===== src/hw/rtl/esg_pkg.sv =====
// Shared types, widths and codes of the ellipse span generator.
package esg_pkg;

   // Field widths
   localparam int CENTER_W    = 14;
   localparam int RADIUS_IN_W = 11;
   localparam int RADIUS_W    = 12;
   localparam int SCALE_W     = 9;
   localparam int SCREEN_W    = 12;
   localparam int SQ_W        = 23;
   localparam int TERM_W      = 45;
   localparam int PROD_W      = 2 * SQ_W;
   localparam int ROW_W       = 15;
   localparam int SLOPE_W     = 13;
   localparam int CSR_ADDR_W  = 3;
   localparam int CSR_DATA_W  = 32;

   // Stream payload widths
   localparam int REQ_TDATA_W = 64;
   localparam int RSP_TDATA_W = 48;
   localparam int RSP_TUSER_W = 2;

   localparam logic [SCALE_W-1:0] SCALE_ONE = 9'd256;

   // Input item kinds
   localparam logic MODE_START   = 1'b0;
   localparam logic MODE_ADVANCE = 1'b1;

   // Register indexes, taken from paddr bit 2
   localparam logic REG_SCREEN_WIDTH  = 1'b0;
   localparam logic REG_SCREEN_HEIGHT = 1'b1;

   localparam logic [SCREEN_W-1:0] SCREEN_WIDTH_RESET  = 12'd800;
   localparam logic [SCREEN_W-1:0] SCREEN_HEIGHT_RESET = 12'd600;

   // Shared multiplier operations
   typedef enum logic [2:0] {
      MUL_NONE,
      MUL_HH,
      MUL_WW,
      MUL_BOUND,
      MUL_YY,
      MUL_YTERM,
      MUL_XX,
      MUL_XTERM
   } mul_op_type;

   // Result register loads
   typedef enum logic [1:0] {
      EMIT_NONE,
      EMIT_CENTER,
      EMIT_UP,
      EMIT_DOWN
   } emit_type;

   typedef struct packed {
      logic       capture;
      logic       load_start;
      logic       adv_init;
      mul_op_type mul_op;
      logic       step_down;
      logic       finish;
      emit_type   emit;
   } esg_cmd_type;

   typedef struct packed {
      logic is_start;
      logic active;
      logic x_zero;
      logic test_pass;
      logic out_free;
   } esg_status_type;

endpackage


===== src/hw/rtl/esg_ctrl.sv =====
// Sequencer of the ellipse span generator: start setup, row search, span output.
module esg_ctrl (
   input  logic                    clock,
   input  logic                    reset,
   input  logic                    req_tvalid,
   output logic                    req_tready,
   input  esg_pkg::esg_status_type status,
   output esg_pkg::esg_cmd_type    cmd
);

   typedef enum logic [3:0] {
      ST_IDLE,
      ST_DECODE,
      ST_HH,
      ST_WW,
      ST_BOUND,
      ST_EMIT_C,
      ST_YY,
      ST_YTERM,
      ST_XX,
      ST_XTERM,
      ST_TEST,
      ST_FINISH,
      ST_EMIT_UP,
      ST_EMIT_DN
   } state_type;

   state_type state_ff;
   state_type state_in;

   assign req_tready = (state_ff == ST_IDLE);

   // Decode the state into datapath commands and pick the next state
   always_comb begin
      cmd        = '0;
      cmd.mul_op = esg_pkg::MUL_NONE;
      cmd.emit   = esg_pkg::EMIT_NONE;
      state_in   = state_ff;
      case (state_ff)
         ST_IDLE: begin
            if (req_tvalid) begin
               cmd.capture = 1'b1;
               state_in    = ST_DECODE;
            end
         end
         ST_DECODE: begin
            if (status.is_start) begin
               cmd.load_start = 1'b1;
               state_in       = ST_HH;
            end else if (status.active) begin
               cmd.adv_init = 1'b1;
               state_in     = ST_YY;
            end else begin
               state_in = ST_IDLE;
            end
         end
         ST_HH: begin
            cmd.mul_op = esg_pkg::MUL_HH;
            state_in   = ST_WW;
         end
         ST_WW: begin
            cmd.mul_op = esg_pkg::MUL_WW;
            state_in   = ST_BOUND;
         end
         ST_BOUND: begin
            cmd.mul_op = esg_pkg::MUL_BOUND;
            state_in   = ST_EMIT_C;
         end
         ST_EMIT_C: begin
            if (status.out_free) begin
               cmd.emit = esg_pkg::EMIT_CENTER;
               state_in = ST_IDLE;
            end
         end
         ST_YY: begin
            cmd.mul_op = esg_pkg::MUL_YY;
            state_in   = ST_YTERM;
         end
         ST_YTERM: begin
            cmd.mul_op = esg_pkg::MUL_YTERM;
            state_in   = ST_XX;
         end
         ST_XX: begin
            if (status.x_zero) begin
               state_in = ST_FINISH;
            end else begin
               cmd.mul_op = esg_pkg::MUL_XX;
               state_in   = ST_XTERM;
            end
         end
         ST_XTERM: begin
            cmd.mul_op = esg_pkg::MUL_XTERM;
            state_in   = ST_TEST;
         end
         ST_TEST: begin
            if (status.test_pass) begin
               state_in = ST_FINISH;
            end else begin
               cmd.step_down = 1'b1;
               state_in      = ST_XX;
            end
         end
         ST_FINISH: begin
            cmd.finish = 1'b1;
            state_in   = ST_EMIT_UP;
         end
         ST_EMIT_UP: begin
            if (status.out_free) begin
               cmd.emit = esg_pkg::EMIT_UP;
               state_in = ST_EMIT_DN;
            end
         end
         ST_EMIT_DN: begin
            if (status.out_free) begin
               cmd.emit = esg_pkg::EMIT_DOWN;
               state_in = ST_IDLE;
            end
         end
         default: begin
            state_in = ST_IDLE;
         end
      endcase
   end

   // Hold the state
   always_ff @(posedge clock) begin
      if (reset) begin
         state_ff <= ST_IDLE;
      end else begin
         state_ff <= state_in;
      end
   end

endmodule


===== src/hw/rtl/esg_datapath.sv =====
// Datapath of the ellipse span generator: shape registers, multiplier, clipping, result register.
module esg_datapath #(
   parameter int RADIUS_MARGIN = 5
) (
   input  logic                                 clock,
   input  logic                                 reset,
   input  esg_pkg::esg_cmd_type                 cmd,
   output esg_pkg::esg_status_type              status,
   input  logic [esg_pkg::REQ_TDATA_W-1:0]      req_tdata,
   input  logic                                 req_tuser,
   input  logic [esg_pkg::SCREEN_W-1:0]         screen_width,
   input  logic [esg_pkg::SCREEN_W-1:0]         screen_height,
   input  logic                                 rsp_tready,
   output logic                                 rsp_tvalid,
   output logic [esg_pkg::RSP_TDATA_W-1:0]      rsp_tdata,
   output logic [esg_pkg::RSP_TUSER_W-1:0]      rsp_tuser,
   output logic                                 rsp_tlast
);

   localparam int CW = esg_pkg::CENTER_W;
   localparam int RW = esg_pkg::RADIUS_W;
   localparam int IW = esg_pkg::RADIUS_IN_W;
   localparam int SW = esg_pkg::SCALE_W;
   localparam int QW = esg_pkg::SQ_W;
   localparam int TW = esg_pkg::TERM_W;
   localparam int PW = esg_pkg::PROD_W;
   localparam int OW = esg_pkg::ROW_W;
   localparam int DW = esg_pkg::SLOPE_W;
   localparam int XW = esg_pkg::SCREEN_W;
   localparam logic [RW-1:0] MARGIN = RADIUS_MARGIN[RW-1:0];

   // Captured input transaction
   logic          in_mode_ff;
   logic [CW-1:0] in_cx_ff, in_cy_ff;
   logic [IW-1:0] in_hw_ff, in_hh_ff;
   logic [SW-1:0] in_scale_ff;

   // Ellipse state
   logic signed [CW-1:0] center_col_ff, center_col_in;
   logic signed [CW-1:0] center_row_ff, center_row_in;
   logic [RW-1:0] full_hw_ff, full_hw_in;
   logic [RW-1:0] full_hh_ff, full_hh_in;
   logic [QW-1:0] hsq_ff, hsq_in;
   logic [QW-1:0] wsq_ff, wsq_in;
   logic [TW-1:0] bound_ff, bound_in;
   logic [QW-1:0] tmp_ff, tmp_in;
   logic [TW-1:0] yterm_ff, yterm_in;
   logic [TW-1:0] xterm_ff, xterm_in;
   logic [RW-1:0] row_off_ff, row_off_in;
   logic [RW-1:0] half_span_ff, half_span_in;
   logic signed [DW-1:0] slope_ff, slope_in;
   logic [RW-1:0] trial_x_ff, trial_x_in;
   logic [RW-1:0] trial_y_ff, trial_y_in;
   logic [SW-1:0] scale_ff, scale_in;
   logic          active_ff, active_in;
   logic          done_ff, done_in;

   // Result register
   logic          out_valid_ff, out_valid_in;
   logic [XW-1:0] out_row_ff, out_row_in;
   logic [XW-1:0] out_first_ff, out_first_in;
   logic [XW-1:0] out_final_ff, out_final_in;
   logic          out_vis_ff, out_vis_in;
   logic [SW-1:0] out_scale_ff, out_scale_in;
   logic          out_last_ff, out_last_in;
   logic          out_done_ff, out_done_in;

   // Shared multiplier
   logic [QW-1:0] mul_a, mul_b;
   logic [PW-1:0] mul_p;

   always_comb begin
      mul_a = '0;
      mul_b = '0;
      case (cmd.mul_op)
         esg_pkg::MUL_HH: begin
            mul_a = {{(QW-RW){1'b0}}, full_hh_ff};
            mul_b = {{(QW-RW){1'b0}}, full_hh_ff};
         end
         esg_pkg::MUL_WW: begin
            mul_a = {{(QW-RW){1'b0}}, full_hw_ff};
            mul_b = {{(QW-RW){1'b0}}, full_hw_ff};
         end
         esg_pkg::MUL_BOUND: begin
            mul_a = hsq_ff;
            mul_b = wsq_ff;
         end
         esg_pkg::MUL_YY: begin
            mul_a = {{(QW-RW){1'b0}}, trial_y_ff};
            mul_b = {{(QW-RW){1'b0}}, trial_y_ff};
         end
         esg_pkg::MUL_YTERM: begin
            mul_a = tmp_ff;
            mul_b = wsq_ff;
         end
         esg_pkg::MUL_XX: begin
            mul_a = {{(QW-RW){1'b0}}, trial_x_ff};
            mul_b = {{(QW-RW){1'b0}}, trial_x_ff};
         end
         esg_pkg::MUL_XTERM: begin
            mul_a = tmp_ff;
            mul_b = hsq_ff;
         end
         default: begin
            mul_a = '0;
            mul_b = '0;
         end
      endcase
   end

   assign mul_p = mul_a * mul_b;

   // Ellipse test: x*x*hh + y*y*ww <= hh*ww
   logic [TW:0] test_sum;
   assign test_sum = {1'b0, xterm_ff} + {1'b0, yterm_ff};

   // Search start: previous half-span minus slope plus one, clamped to 0 .. w+1
   logic signed [OW-1:0] start_s, start_lim;
   logic [RW-1:0]        start_x;
   assign start_s   = $signed({{(OW-RW){1'b0}}, half_span_ff})
                    - $signed({{(OW-DW){slope_ff[DW-1]}}, slope_ff})
                    + OW'(1);
   assign start_lim = $signed({{(OW-RW){1'b0}}, full_hw_ff}) + OW'(1);

   always_comb begin
      if (start_s > start_lim) begin
         start_x = start_lim[RW-1:0];
      end else if (start_s < 0) begin
         start_x = '0;
      end else begin
         start_x = start_s[RW-1:0];
      end
   end

   // Start transaction fields
   logic [RW-1:0] start_w, start_h;
   logic [SW-1:0] start_scale;
   assign start_w     = {1'b0, in_hw_ff} + MARGIN;
   assign start_h     = {1'b0, in_hh_ff} + MARGIN;
   assign start_scale = (in_scale_ff > esg_pkg::SCALE_ONE) ? esg_pkg::SCALE_ONE : in_scale_ff;

   // Span selection and clipping
   logic signed [OW-1:0] span_row, span_first, span_final, first_c, final_c, col_lim;
   logic signed [OW-1:0] center_ext, row_ext, off_ext, half_ext;
   logic [RW-1:0]        span_half;
   logic                 span_last, span_vis;

   assign center_ext = {{(OW-CW){center_col_ff[CW-1]}}, center_col_ff};
   assign row_ext    = {{(OW-CW){center_row_ff[CW-1]}}, center_row_ff};
   assign off_ext    = $signed({{(OW-RW){1'b0}}, row_off_ff});

   always_comb begin
      case (cmd.emit)
         esg_pkg::EMIT_UP: begin
            span_row  = row_ext - off_ext;
            span_half = half_span_ff;
            span_last = 1'b0;
         end
         esg_pkg::EMIT_DOWN: begin
            span_row  = row_ext + off_ext;
            span_half = half_span_ff;
            span_last = 1'b1;
         end
         default: begin
            span_row  = row_ext;
            span_half = full_hw_ff;
            span_last = 1'b1;
         end
      endcase
   end

   assign half_ext   = $signed({{(OW-RW){1'b0}}, span_half});
   assign span_first = center_ext - half_ext;
   assign span_final = center_ext + half_ext;
   assign col_lim    = $signed({{(OW-XW){1'b0}}, screen_width}) - OW'(1);
   assign first_c    = (span_first < 0) ? '0 : span_first;
   assign final_c    = (span_final > col_lim) ? col_lim : span_final;
   assign span_vis   = (span_row >= 0)
                    && (span_row < $signed({{(OW-XW){1'b0}}, screen_height}))
                    && (first_c <= final_c);

   // Next state of the ellipse registers
   always_comb begin
      center_col_in = center_col_ff;
      center_row_in = center_row_ff;
      full_hw_in    = full_hw_ff;
      full_hh_in    = full_hh_ff;
      hsq_in        = hsq_ff;
      wsq_in        = wsq_ff;
      bound_in      = bound_ff;
      tmp_in        = tmp_ff;
      yterm_in      = yterm_ff;
      xterm_in      = xterm_ff;
      row_off_in    = row_off_ff;
      half_span_in  = half_span_ff;
      slope_in      = slope_ff;
      trial_x_in    = trial_x_ff;
      trial_y_in    = trial_y_ff;
      scale_in      = scale_ff;
      active_in     = active_ff;
      done_in       = done_ff;

      // Latch a new ellipse, dropping any one in progress
      if (cmd.load_start) begin
         center_col_in = $signed(in_cx_ff);
         center_row_in = $signed(in_cy_ff);
         full_hw_in    = start_w;
         full_hh_in    = start_h;
         row_off_in    = '0;
         half_span_in  = start_w;
         slope_in      = '0;
         scale_in      = start_scale;
         done_in       = (start_h == '0);
         active_in     = (start_h != '0);
      end

      // Step one row outward and seed the search
      if (cmd.adv_init) begin
         trial_y_in = row_off_ff + RW'(1);
         trial_x_in = start_x;
      end

      case (cmd.mul_op)
         esg_pkg::MUL_HH:    hsq_in   = mul_p[QW-1:0];
         esg_pkg::MUL_WW:    wsq_in   = mul_p[QW-1:0];
         esg_pkg::MUL_BOUND: bound_in = mul_p[TW-1:0];
         esg_pkg::MUL_YY:    tmp_in   = mul_p[QW-1:0];
         esg_pkg::MUL_YTERM: yterm_in = mul_p[TW-1:0];
         esg_pkg::MUL_XX:    tmp_in   = mul_p[QW-1:0];
         esg_pkg::MUL_XTERM: xterm_in = mul_p[TW-1:0];
         default: begin
            tmp_in = tmp_ff;
         end
      endcase

      if (cmd.step_down) begin
         trial_x_in = trial_x_ff - RW'(1);
      end

      // Commit the row: new slope, half-span, offset and done flag
      if (cmd.finish) begin
         slope_in     = $signed({1'b0, half_span_ff}) - $signed({1'b0, trial_x_ff});
         half_span_in = trial_x_ff;
         row_off_in   = trial_y_ff;
         done_in      = (trial_y_ff >= full_hh_ff);
         if (trial_y_ff >= full_hh_ff) begin
            active_in = 1'b0;
         end
      end
   end

   // Next state of the result register
   always_comb begin
      out_valid_in = out_valid_ff;
      out_row_in   = out_row_ff;
      out_first_in = out_first_ff;
      out_final_in = out_final_ff;
      out_vis_in   = out_vis_ff;
      out_scale_in = out_scale_ff;
      out_last_in  = out_last_ff;
      out_done_in  = out_done_ff;
      if (cmd.emit != esg_pkg::EMIT_NONE) begin
         out_valid_in = 1'b1;
         out_row_in   = span_vis ? span_row[XW-1:0] : '0;
         out_first_in = span_vis ? first_c[XW-1:0]  : '0;
         out_final_in = span_vis ? final_c[XW-1:0]  : '0;
         out_vis_in   = span_vis;
         out_scale_in = scale_ff;
         out_last_in  = span_last;
         out_done_in  = done_ff;
      end else if (rsp_tready) begin
         out_valid_in = 1'b0;
      end
   end

   // Control registers
   always_ff @(posedge clock) begin
      if (reset) begin
         active_ff    <= 1'b0;
         out_valid_ff <= 1'b0;
      end else begin
         active_ff    <= active_in;
         out_valid_ff <= out_valid_in;
      end
   end

   // Payload registers
   always_ff @(posedge clock) begin
      if (cmd.capture) begin
         in_mode_ff  <= req_tuser;
         in_cx_ff    <= req_tdata[CW-1:0];
         in_cy_ff    <= req_tdata[2*CW-1:CW];
         in_hw_ff    <= req_tdata[2*CW+IW-1:2*CW];
         in_hh_ff    <= req_tdata[2*CW+2*IW-1:2*CW+IW];
         in_scale_ff <= req_tdata[2*CW+2*IW+SW-1:2*CW+2*IW];
      end
      center_col_in_q: begin end
   end

   always_ff @(posedge clock) begin
      center_col_ff <= center_col_in;
      center_row_ff <= center_row_in;
      full_hw_ff    <= full_hw_in;
      full_hh_ff    <= full_hh_in;
      hsq_ff        <= hsq_in;
      wsq_ff        <= wsq_in;
      bound_ff      <= bound_in;
      tmp_ff        <= tmp_in;
      yterm_ff      <= yterm_in;
      xterm_ff      <= xterm_in;
      row_off_ff    <= row_off_in;
      half_span_ff  <= half_span_in;
      slope_ff      <= slope_in;
      trial_x_ff    <= trial_x_in;
      trial_y_ff    <= trial_y_in;
      scale_ff      <= scale_in;
      done_ff       <= done_in;
      out_row_ff    <= out_row_in;
      out_first_ff  <= out_first_in;
      out_final_ff  <= out_final_in;
      out_vis_ff    <= out_vis_in;
      out_scale_ff  <= out_scale_in;
      out_last_ff   <= out_last_in;
      out_done_ff   <= out_done_in;
   end

   // Status to the sequencer
   assign status.is_start  = (in_mode_ff == esg_pkg::MODE_START);
   assign status.active    = active_ff;
   assign status.x_zero    = (trial_x_ff == '0);
   assign status.test_pass = (test_sum <= {1'b0, bound_ff});
   assign status.out_free  = !out_valid_ff || rsp_tready;

   // Result ports
   assign rsp_tvalid = out_valid_ff;
   assign rsp_tdata  = {{(esg_pkg::RSP_TDATA_W - 3*XW - SW){1'b0}},
                        out_scale_ff, out_final_ff, out_first_ff, out_row_ff};
   assign rsp_tuser  = {out_done_ff, out_vis_ff};
   assign rsp_tlast  = out_last_ff;

endmodule


===== src/hw/rtl/ellipse_span_generator.sv =====
// Top level of the ellipse span generator: stream ports, screen registers, sequencer and datapath.
//
// Request stream (req_): one transaction per item. req_tuser selects the kind:
// a start latches centre, half-width, half-height (each widened by RADIUS_MARGIN)
// and brightness scale and returns the clipped centre-row span; an advance moves
// one row outward and returns the span above and then the span below the centre.
// An advance with no ellipse in progress returns nothing.
// Response stream (rsp_): one span per transaction; rsp_tlast marks the last span
// of an item, rsp_tuser carries the visibility and ellipse-done flags.
// Items are handled one at a time. A start squares the half-height and half-width
// and multiplies the squares; an advance squares and scales the new row offset,
// then runs a downward search over trial columns; each trial runs one squaring
// and one product through the single shared multiplier and one add-and-compare.
// A finished span waits in the result register while the next item is accepted;
// a stalled receiver only holds the sequencer when a further span is due.
// Reset clears the sequencer, the result register and the active flag, and sets
// the screen size to 800 x 600. Screen size is to be written through the csr_ port
// (register 0 width, register 1 height) while the block is idle; the block does not enforce this.
module ellipse_span_generator #(
   parameter int RADIUS_MARGIN = 5
) (
   input  logic                                  clock,
   input  logic                                  reset,
   // Request: tdata = center_x[13:0], center_y[27:14], half_width[38:28],
   //          half_height[49:39], brightness_scale[58:50], zero[63:59]
   input  logic                                  req_tvalid,
   output logic                                  req_tready,
   input  logic [esg_pkg::REQ_TDATA_W-1:0]       req_tdata,
   input  logic                                  req_tuser,   // mode[0]
   // Response: tdata = span_row[11:0], span_x_first[23:12], span_x_final[35:24],
   //           span_scale[44:36], zero[47:45]
   output logic                                  rsp_tvalid,
   input  logic                                  rsp_tready,
   output logic [esg_pkg::RSP_TDATA_W-1:0]       rsp_tdata,
   output logic [esg_pkg::RSP_TUSER_W-1:0]       rsp_tuser,   // span_visible[0], ellipse_done[1]
   output logic                                  rsp_tlast,   // span_last_of_item
   // Configuration
   input  logic                                  csr_psel,
   input  logic                                  csr_penable,
   input  logic                                  csr_pwrite,
   input  logic [esg_pkg::CSR_ADDR_W-1:0]        csr_paddr,
   input  logic [esg_pkg::CSR_DATA_W-1:0]        csr_pwdata,
   output logic [esg_pkg::CSR_DATA_W-1:0]        csr_prdata,
   output logic                                  csr_pready
);

   localparam int XW = esg_pkg::SCREEN_W;

   logic [XW-1:0] screen_width_ff, screen_width_in;
   logic [XW-1:0] screen_height_ff, screen_height_in;
   logic          csr_write;
   logic          csr_index;

   esg_pkg::esg_cmd_type    cmd;
   esg_pkg::esg_status_type status;

   assign csr_pready = 1'b1;
   assign csr_write  = csr_psel && csr_penable && csr_pwrite && csr_pready;
   assign csr_index  = csr_paddr[2];

   // Register write decode
   always_comb begin
      screen_width_in  = screen_width_ff;
      screen_height_in = screen_height_ff;
      if (csr_write) begin
         case (csr_index)
            esg_pkg::REG_SCREEN_WIDTH:  screen_width_in  = csr_pwdata[XW-1:0];
            esg_pkg::REG_SCREEN_HEIGHT: screen_height_in = csr_pwdata[XW-1:0];
            default: begin
               screen_width_in = screen_width_ff;
            end
         endcase
      end
   end

   always_ff @(posedge clock) begin
      if (reset) begin
         screen_width_ff  <= esg_pkg::SCREEN_WIDTH_RESET;
         screen_height_ff <= esg_pkg::SCREEN_HEIGHT_RESET;
      end else begin
         screen_width_ff  <= screen_width_in;
         screen_height_ff <= screen_height_in;
      end
   end

   // Register read
   always_comb begin
      case (csr_index)
         esg_pkg::REG_SCREEN_WIDTH:
            csr_prdata = {{(esg_pkg::CSR_DATA_W-XW){1'b0}}, screen_width_ff};
         esg_pkg::REG_SCREEN_HEIGHT:
            csr_prdata = {{(esg_pkg::CSR_DATA_W-XW){1'b0}}, screen_height_ff};
         default:
            csr_prdata = '0;
      endcase
   end

   esg_ctrl u_ctrl (
      .clock      (clock),
      .reset      (reset),
      .req_tvalid (req_tvalid),
      .req_tready (req_tready),
      .status     (status),
      .cmd        (cmd)
   );

   esg_datapath #(
      .RADIUS_MARGIN (RADIUS_MARGIN)
   ) u_datapath (
      .clock         (clock),
      .reset         (reset),
      .cmd           (cmd),
      .status        (status),
      .req_tdata     (req_tdata),
      .req_tuser     (req_tuser),
      .screen_width  (screen_width_ff),
      .screen_height (screen_height_ff),
      .rsp_tready    (rsp_tready),
      .rsp_tvalid    (rsp_tvalid),
      .rsp_tdata     (rsp_tdata),
      .rsp_tuser     (rsp_tuser),
      .rsp_tlast     (rsp_tlast)
   );

endmodule


===== config.mk =====
export PLATFORM = sky130hd
export DESIGN_NAME = ellipse_span_generator
export DESIGN_NICKNAME = d
export VERILOG_FILES = /design/src/hw/rtl/esg_pkg.sv /design/src/hw/rtl/esg_ctrl.sv /design/src/hw/rtl/esg_datapath.sv /design/src/hw/rtl/ellipse_span_generator.sv
export SDC_FILE = /design/constraint.sdc
export NUM_CORES = 2
export LEC_CHECK = 0
export ABC_AREA = 1
export BUFFER_PORTS_ARGS = -buffer_cell sky130_fd_sc_hd__buf_2
export CAP_MARGIN = 25
export CORE_MARGIN = 4
export CORE_UTILIZATION = 35
export DETAILED_ROUTE_END_ITERATION = 6
export PLACE_DENSITY = 0.6
export SLEW_MARGIN = 20
export SYNTH_ARGS = -nofsm -noshare
export SYNTH_HDL_FRONTEND = slang
export SYNTH_SLANG_ARGS = --single-unit

===== constraint.sdc =====
create_clock -name clock -period 12.6 [get_ports clock]
set_clock_uncertainty 0.15 [all_clocks]
set_input_delay 2.52 -clock clock [delete_from_list [all_inputs] [get_ports clock]]
set_output_delay 2.52 -clock clock [all_outputs]
set_load 0.02 [all_outputs]

---- Word level (Yosys, flattened, before mapping) ----
Index checks and enable logic that the tools add are counted.
word-level totals
  register bits ........................... 465
  input port bits ......................... 107
  output and inout port bits .............. 86
  word-level logic and storage cells ...... 156
operators by class
  $add $sub $neg .......................... 14
  multipliers ............................. 1
  $lt $le $gt $ge ......................... 10
  eq/ne operators ......................... 25
  mux-type cells .......................... 48
  bitwise gates (word level) .............. 1
  reduce and logical (&&, ||, !) cells .... 22
operators by type and width
  cell                   count
  $pmux 23 s6            2
  $mux 12                9
  $pmux 32 s2            1
  $pmux 4 s13            1
  $add 45x45->46         1
  $le 46x45->1           1
  $mul 23x23->45         1
  $add 14x13->15         2
  $lt 15x1->1 const B    2
  $mux 15                2
  $pmux 15 s2            1
  $sub 14x13->15         2
  $mux 13                2
  $add 11x3->12 const B  2
  $eq 4x4->1 const B     6
  $logic_not 12->1       2
  $pmux 3 s7             1
  $mux 1                 17
  $eq 4x3->1 const B     4
  $add 14x2->15 const B  1
  $ge 15x1->1 const B    1
  $gt 15x14->1           1
  $gt 15x15->1           1
  $le 15x15->1           1
  31 further kinds       57

---- Longest topological paths before layout ----
  word-level depth ........................ 12
  mapped depth ............................ 45
  mapped depth without buffers ............ 41

---- Hierarchy ----
From an unflattened synthesis, not the netlist that was laid out.
second synthesis, totals
  cells, all modules ...................... 5261
  area total of the unflattened synthesis .. 45428.6 um2
by module, submodules not included
  module                  instances  cells each  area each (um2)  seq. area each (um2)
  esg_datapath            1          4975        43708.2          13102.6
  ellipse_span_generator  1          202         1282.5           480.5
  esg_ctrl                1          84          437.9            80.1

---- Worst setup path after synthesis ----
Ideal clock, no wire load.
  kind .................................... register -> register
  from .................................... register u_ctrl.state_ff[2]
  to ...................................... register u_datapath.bound_ff[40], data pin
  library setup time ...................... 0.264 ns
  arrival time ............................ 9.158 ns
  data required time ...................... 12.186 ns
  path slack .............................. 3.028 ns
  stages on the path, launching flop included .. 37
  path buffers ............................ 3
  period minus slack after synthesis ...... 9.572 ns
  path through ............................ dfxtp_1 inv_2 nor2_1 inv_2 nor2_1 inv_1 nand2_1 buf_2 a22oi_1 inv_1 buf_2 nand2_1 fa_1 inv_1 fa_1 inv_1 fa_1 fa_1 inv_1 fa_1 fa_1 inv_1 fa_1 inv_1 ha_1 clkbuf_1 nand2_1 nor4_1 nand3_1 nand3_1 a31oi_1 o21ai_1 nand2_1 inv_1 nor2_1 nand2_1 nand2_1
on the way
  word-level cells in the longest chain between the ends .. 6
  elaborated cells on any way between the ends .. 20
  those cells by class .................... 1 x mul; 14 x eq/ne; 3 x mux; 2 x reduce/logical
RTL lines
  item                                             line                 RTL
  start, declared                                  esg_ctrl.sv:28       state_type state_ff;
  start signal, assigned                           esg_ctrl.sv:130      state_ff <= state_in;
  $eq 4x4->1, or another cell as far along         esg_ctrl.sv:39       case (state_ff)
  $pmux 3 s7 *                                     esg_ctrl.sv:39
  $eq 3x3->1 / $eq 3x2->1 (equally long branches)  esg_datapath.sv:75   case (cmd.mul_op)
  $reduce_or 2->1 (no line)                        --
  $pmux 23 s6                                      esg_datapath.sv:75
  $mul 23x23->45 *                                 esg_datapath.sv:111  assign mul_p = mul_a * mul_b;
  named net u_datapath.mul_p[40]                   esg_datapath.sv:70   logic [PW-1:0] mul_p;
  end signal, assigned                             esg_datapath.sv:307  bound_ff <= bound_in;
  end, declared                                    esg_datapath.sv:45   logic [TW-1:0] bound_ff, bound_in;
The timed path passes the listed nets; every way through them passes the cells marked *.
A chain may end at the register's enable or synchronous reset.

---- Worst setup path after layout ----
  from .................................... input port rsp_tready
  to ...................................... register u_datapath.out_row_ff[0], data pin
on the way
  word-level cells in the longest chain between the ends .. 11
  elaborated cells on any way between the ends .. 21
  those cells by class .................... 2 x add/sub; 5 x order compare; 2 x eq/ne; 8 x mux; 4 x reduce/logical
RTL lines
  item                                                     line                                      RTL
  start, declared                                          ellipse_span_generator.sv:33              input logic rsp_tready,
  $logic_or 1x1->1 *                                       esg_datapath.sv:332                       assign status.out_free = !out_valid_ff || rsp_tready;
  $mux 2, or another cell as far along                     esg_ctrl.sv:114                           if (status.out_free) begin
  $pmux 2 s3 *                                             esg_ctrl.sv:39
  $eq 2x2->1                                               esg_datapath.sv:153                       case (cmd.emit)
  $reduce_or 2->1 (no line)                                --
  $mux 12                                                  esg_datapath.sv:153
  $sub 14x13->15 / $add 14x13->15 (equally long branches)  esg_datapath.sv:173, esg_datapath.sv:174
  $lt 15x1->1 / $gt 15x15->1 (equally long branches)       esg_datapath.sv:176, esg_datapath.sv:177
  $mux 15, on equally long branches                        esg_datapath.sv:176, esg_datapath.sv:177
  $le 15x15->1                                             esg_datapath.sv:180                       && (first_c <= final_c);
  $logic_and 1x1->1                                        esg_datapath.sv:180
  end signal, assigned                                     esg_datapath.sv:318                       out_row_ff <= out_row_in;
  end, declared                                            esg_datapath.sv:60                        logic [XW-1:0] out_row_ff, out_row_in;
Every way passes the cells marked *; elsewhere a longest branch is shown, timed or not.

==> run summary <==
outcome -> finished, final reports clean
initial DRC count -> 2484
largest net degree at the start of global routing -> 63
post-detail-place hpwl -> 98800 µm
synthesized area -> 45000 µm²
Num CTS Buffers -> 47
hold_sp -> u_datapath.in_cx_ff[12]
register area share after synthesis -> 0.304
post-layout minimum cycle time -> 10.39 ns
leading area contributor after synthesis -> edfxtp_1
FMAX -> 0.0963 GHz
max-cap check violation count -> 0
row cnt -> 131
crit share post-route -> 0.824
Synth area leaders -> edfxtp_1, fa_1, ha_1, inv_1, nand2_1
hold-fix buffers at CTS -> 0
core region area -> 128000 µm²
io pins -> 193
measured slew at the worst slew-check pin -> 1.08 ns
R2R cell count -> 36
post-CTS setup buffers -> 0
clk_lat worst skew -> 0.62 ns
final setup vio count -> 0
RePlAce Congestion -> 0.922
r2r endpoint -> u_datapath.xterm_ff[38]
initial antenna violation count -> 4
Async S/R FF share, synth -> 0
clock-pin slew on the worst setup and hold paths -> 0.06 ns
total power -> 3.82 mW
clk buf depth -> 3
drt drc -> 0
VDD IR max -> 101 µV
CP startpoint kind -> input port
Post-DRT Antenna Nets -> 0
TritonCTS clock tree -> built
Ys Warns -> 0
routed vias/inst -> 4.94
CTS Root Cell -> clkbuf_16
Final #Nets -> 6152
drt pass-1 iters -> 7
RSZ-0062 raised after global routing -> no
Mean Syn Cell Area -> 8.82 µm²
Max FO, Critical Path -> 39
commonest non-fill, non-tap cell in the layout -> inv_1
Static Leak -> 23.5 nW
flop2flop setup slack -> 2.31 ns
final count of hold timing violations -> 0
relative slew slack -> 0.276
die area -> 134000 µm²
wire per inst -> 18.2 µm
Remaining Overflow, GRT -> 0
Worst Setup End Kind -> register
CP most frequent cell -> nand2_1
post-CTS sizing -> 0
die span in y -> 367 µm
GRT Util Overall -> 0.185
Worst Hold Class -> reg2reg
Cells after Synth -> 5103
Reg-to-Reg Start -> u_datapath.trial_x_ff[1]
CTS HTree Levels -> 2
setup TNS -> 0 ns
slowest CP cell -> o21ai_0
Post-synth EDFFs -> 435
Port Buffers -> 141
WL final -> 126000 µm
WP data arrival -> 10.65 ns
CP max stage delay -> 0.94 ns
via count -> 34100
Unique masters post-synth -> 64
CP Data Required Time -> 12.86 ns
Synth Flop Type -> edfxtp_1
hold path endpoint -> u_datapath.center_col_ff[12]
Pwr per Cell Area -> 77.8 nW/µm²
Die X -> 367 µm
flop and latch count out of synthesis -> 465
vias in the first global route -> 34400
commonest non-fill, non-tap cells in the layout -> inv_1, nand2_1, fa_1
Final Max Tran Viols -> 0
Initial Utilization -> 0.352
Hold Crit Depth -> 0
kind of critical path -> in2reg
Synth top area share -> 0.290
clock sinks -> 465
layout cells sized above 1 -> 0.0697
first-pass GRT wire length -> 197000 µm
synth-to-layout area growth -> 9.05%
-- worst max-delay path by stage --
| stage | from | endpoint |
|---|---|---|
| global route | rsp_tready | u_datapath.out_row_ff[1] |
| detailed placement | rsp_tready | u_datapath.out_row_ff[2] |
| CTS | u_datapath.trial_x_ff[1] | u_datapath.bound_ff[38] |
| global placement | rsp_tready | u_datapath.out_row_ff[0] |
| finish | rsp_tready | u_datapath.out_row_ff[0] |
| floorplan | u_ctrl.state_ff[2] | u_datapath.bound_ff[40] |
-- per-layer routing --
layer / share of wire / track usage / up-vias
met5: 0 / 0 / -
met4: 0.029 / 0.0526 / 0
met3: 0.068 / 0.0358 / 170
met2: 0.45 / 0.297 / 1034
met1: 0.45 / 0.256 / 16700
li1: - / - / 16200
-- cell usage after synthesis (all sizes together), types with 12 or more instances --
cell,n
a21oi,226
nor4,20
nor2,314
a31oi,30
a22oi,32
dfxtp,30
nand4,45
fa,443
inv,1163
xnor2,48
o21a,13
o21ai,196
a221oi,12
nor3,63
ha,406
o22ai,14
a21o,17
nand2,1068
buf,120
xor2,132
clkbuf,40
o21bai,17
or2,12
edfxtp,435
nand3,137
-- report_power, final --
part | switching, mW | total (mW) | internal (mW)
Sequential | 0.0296 | 1.78 | 1.75
Clock | 0.635 | 1.42 | 0.790
Combinational | 0.433 | 0.614 | 0.181
-- area by class of cell --
type,count,area (µm²)
clock buffer,51,1210
tap,1662,2080
timing repair buffer,182,1070
inverter,1165,4370
clock inverter,36,353
sequential,465,13700
antenna,2,5.00
multi-input combinational,3335,26300
fill,12700,78600
-- logic make-up (layout without fill, tap and decap cells) --
family / Yosys count / count (layout) / share of synthesized area
flops: 465 / 465 / 0.304
fa+ha+maj: 849 / 849 / 0.310
compound gates: 601 / 601 / 0.0774
xor+xnor: 180 / 180 / 0.0350
simple gates: 1681 / 1681 / 0.157
other cells: 2 / 26 / 0.000167
buf+inv: 1325 / 1434 / 0.116
-- registers in the layout, summed over array words and instances, names as in the netlist, 13 cells and up --
name / count
u_datapath.in_cx_ff: 14
u_datapath.xterm_ff: 45
u_datapath.yterm_ff: 45
u_datapath.center_row_ff: 14
u_datapath.bound_ff: 45
u_datapath.tmp_ff: 23
u_datapath.wsq_ff: 23
u_datapath.slope_ff: 13
u_datapath.hsq_ff: 23
u_datapath.in_cy_ff: 14
u_datapath.center_col_ff: 14
-- per-stage QoR --
stage | utilization | setup slack (ns) | cell area [µm²] | std cells | hold slack (ns)
global placement | 0.371 | 1.75 | 47400 | 6803 | 0.252
detailed placement | 0.371 | 1.69 | 47400 | 6805 | 0.255
global route | 0.384 | 1.53 | 49100 | 6898 | 0.268
finish | 0.384 | 2.21 | 49100 | 6898 | 0.263
floorplan | - | 3.03 | 45100 | 5125 | 0.250
CTS | 0.384 | 2.31 | 49000 | 6892 | 0.262
-- critical path, delay by kind of cell --
| family | cells | cell delay (ns) |
|---|---|---|
| adder cells (fa/ha/maj) | 4 | 1.36 |
| buffers and inverters | 6 | 0.74 |
| AO/OA/AOI/OAI | 11 | 2.97 |
| XOR/XNOR | 2 | 0.34 |
| AND/OR/NAND/NOR | 14 | 2.66 |
(Power assumes the default switching activity.)
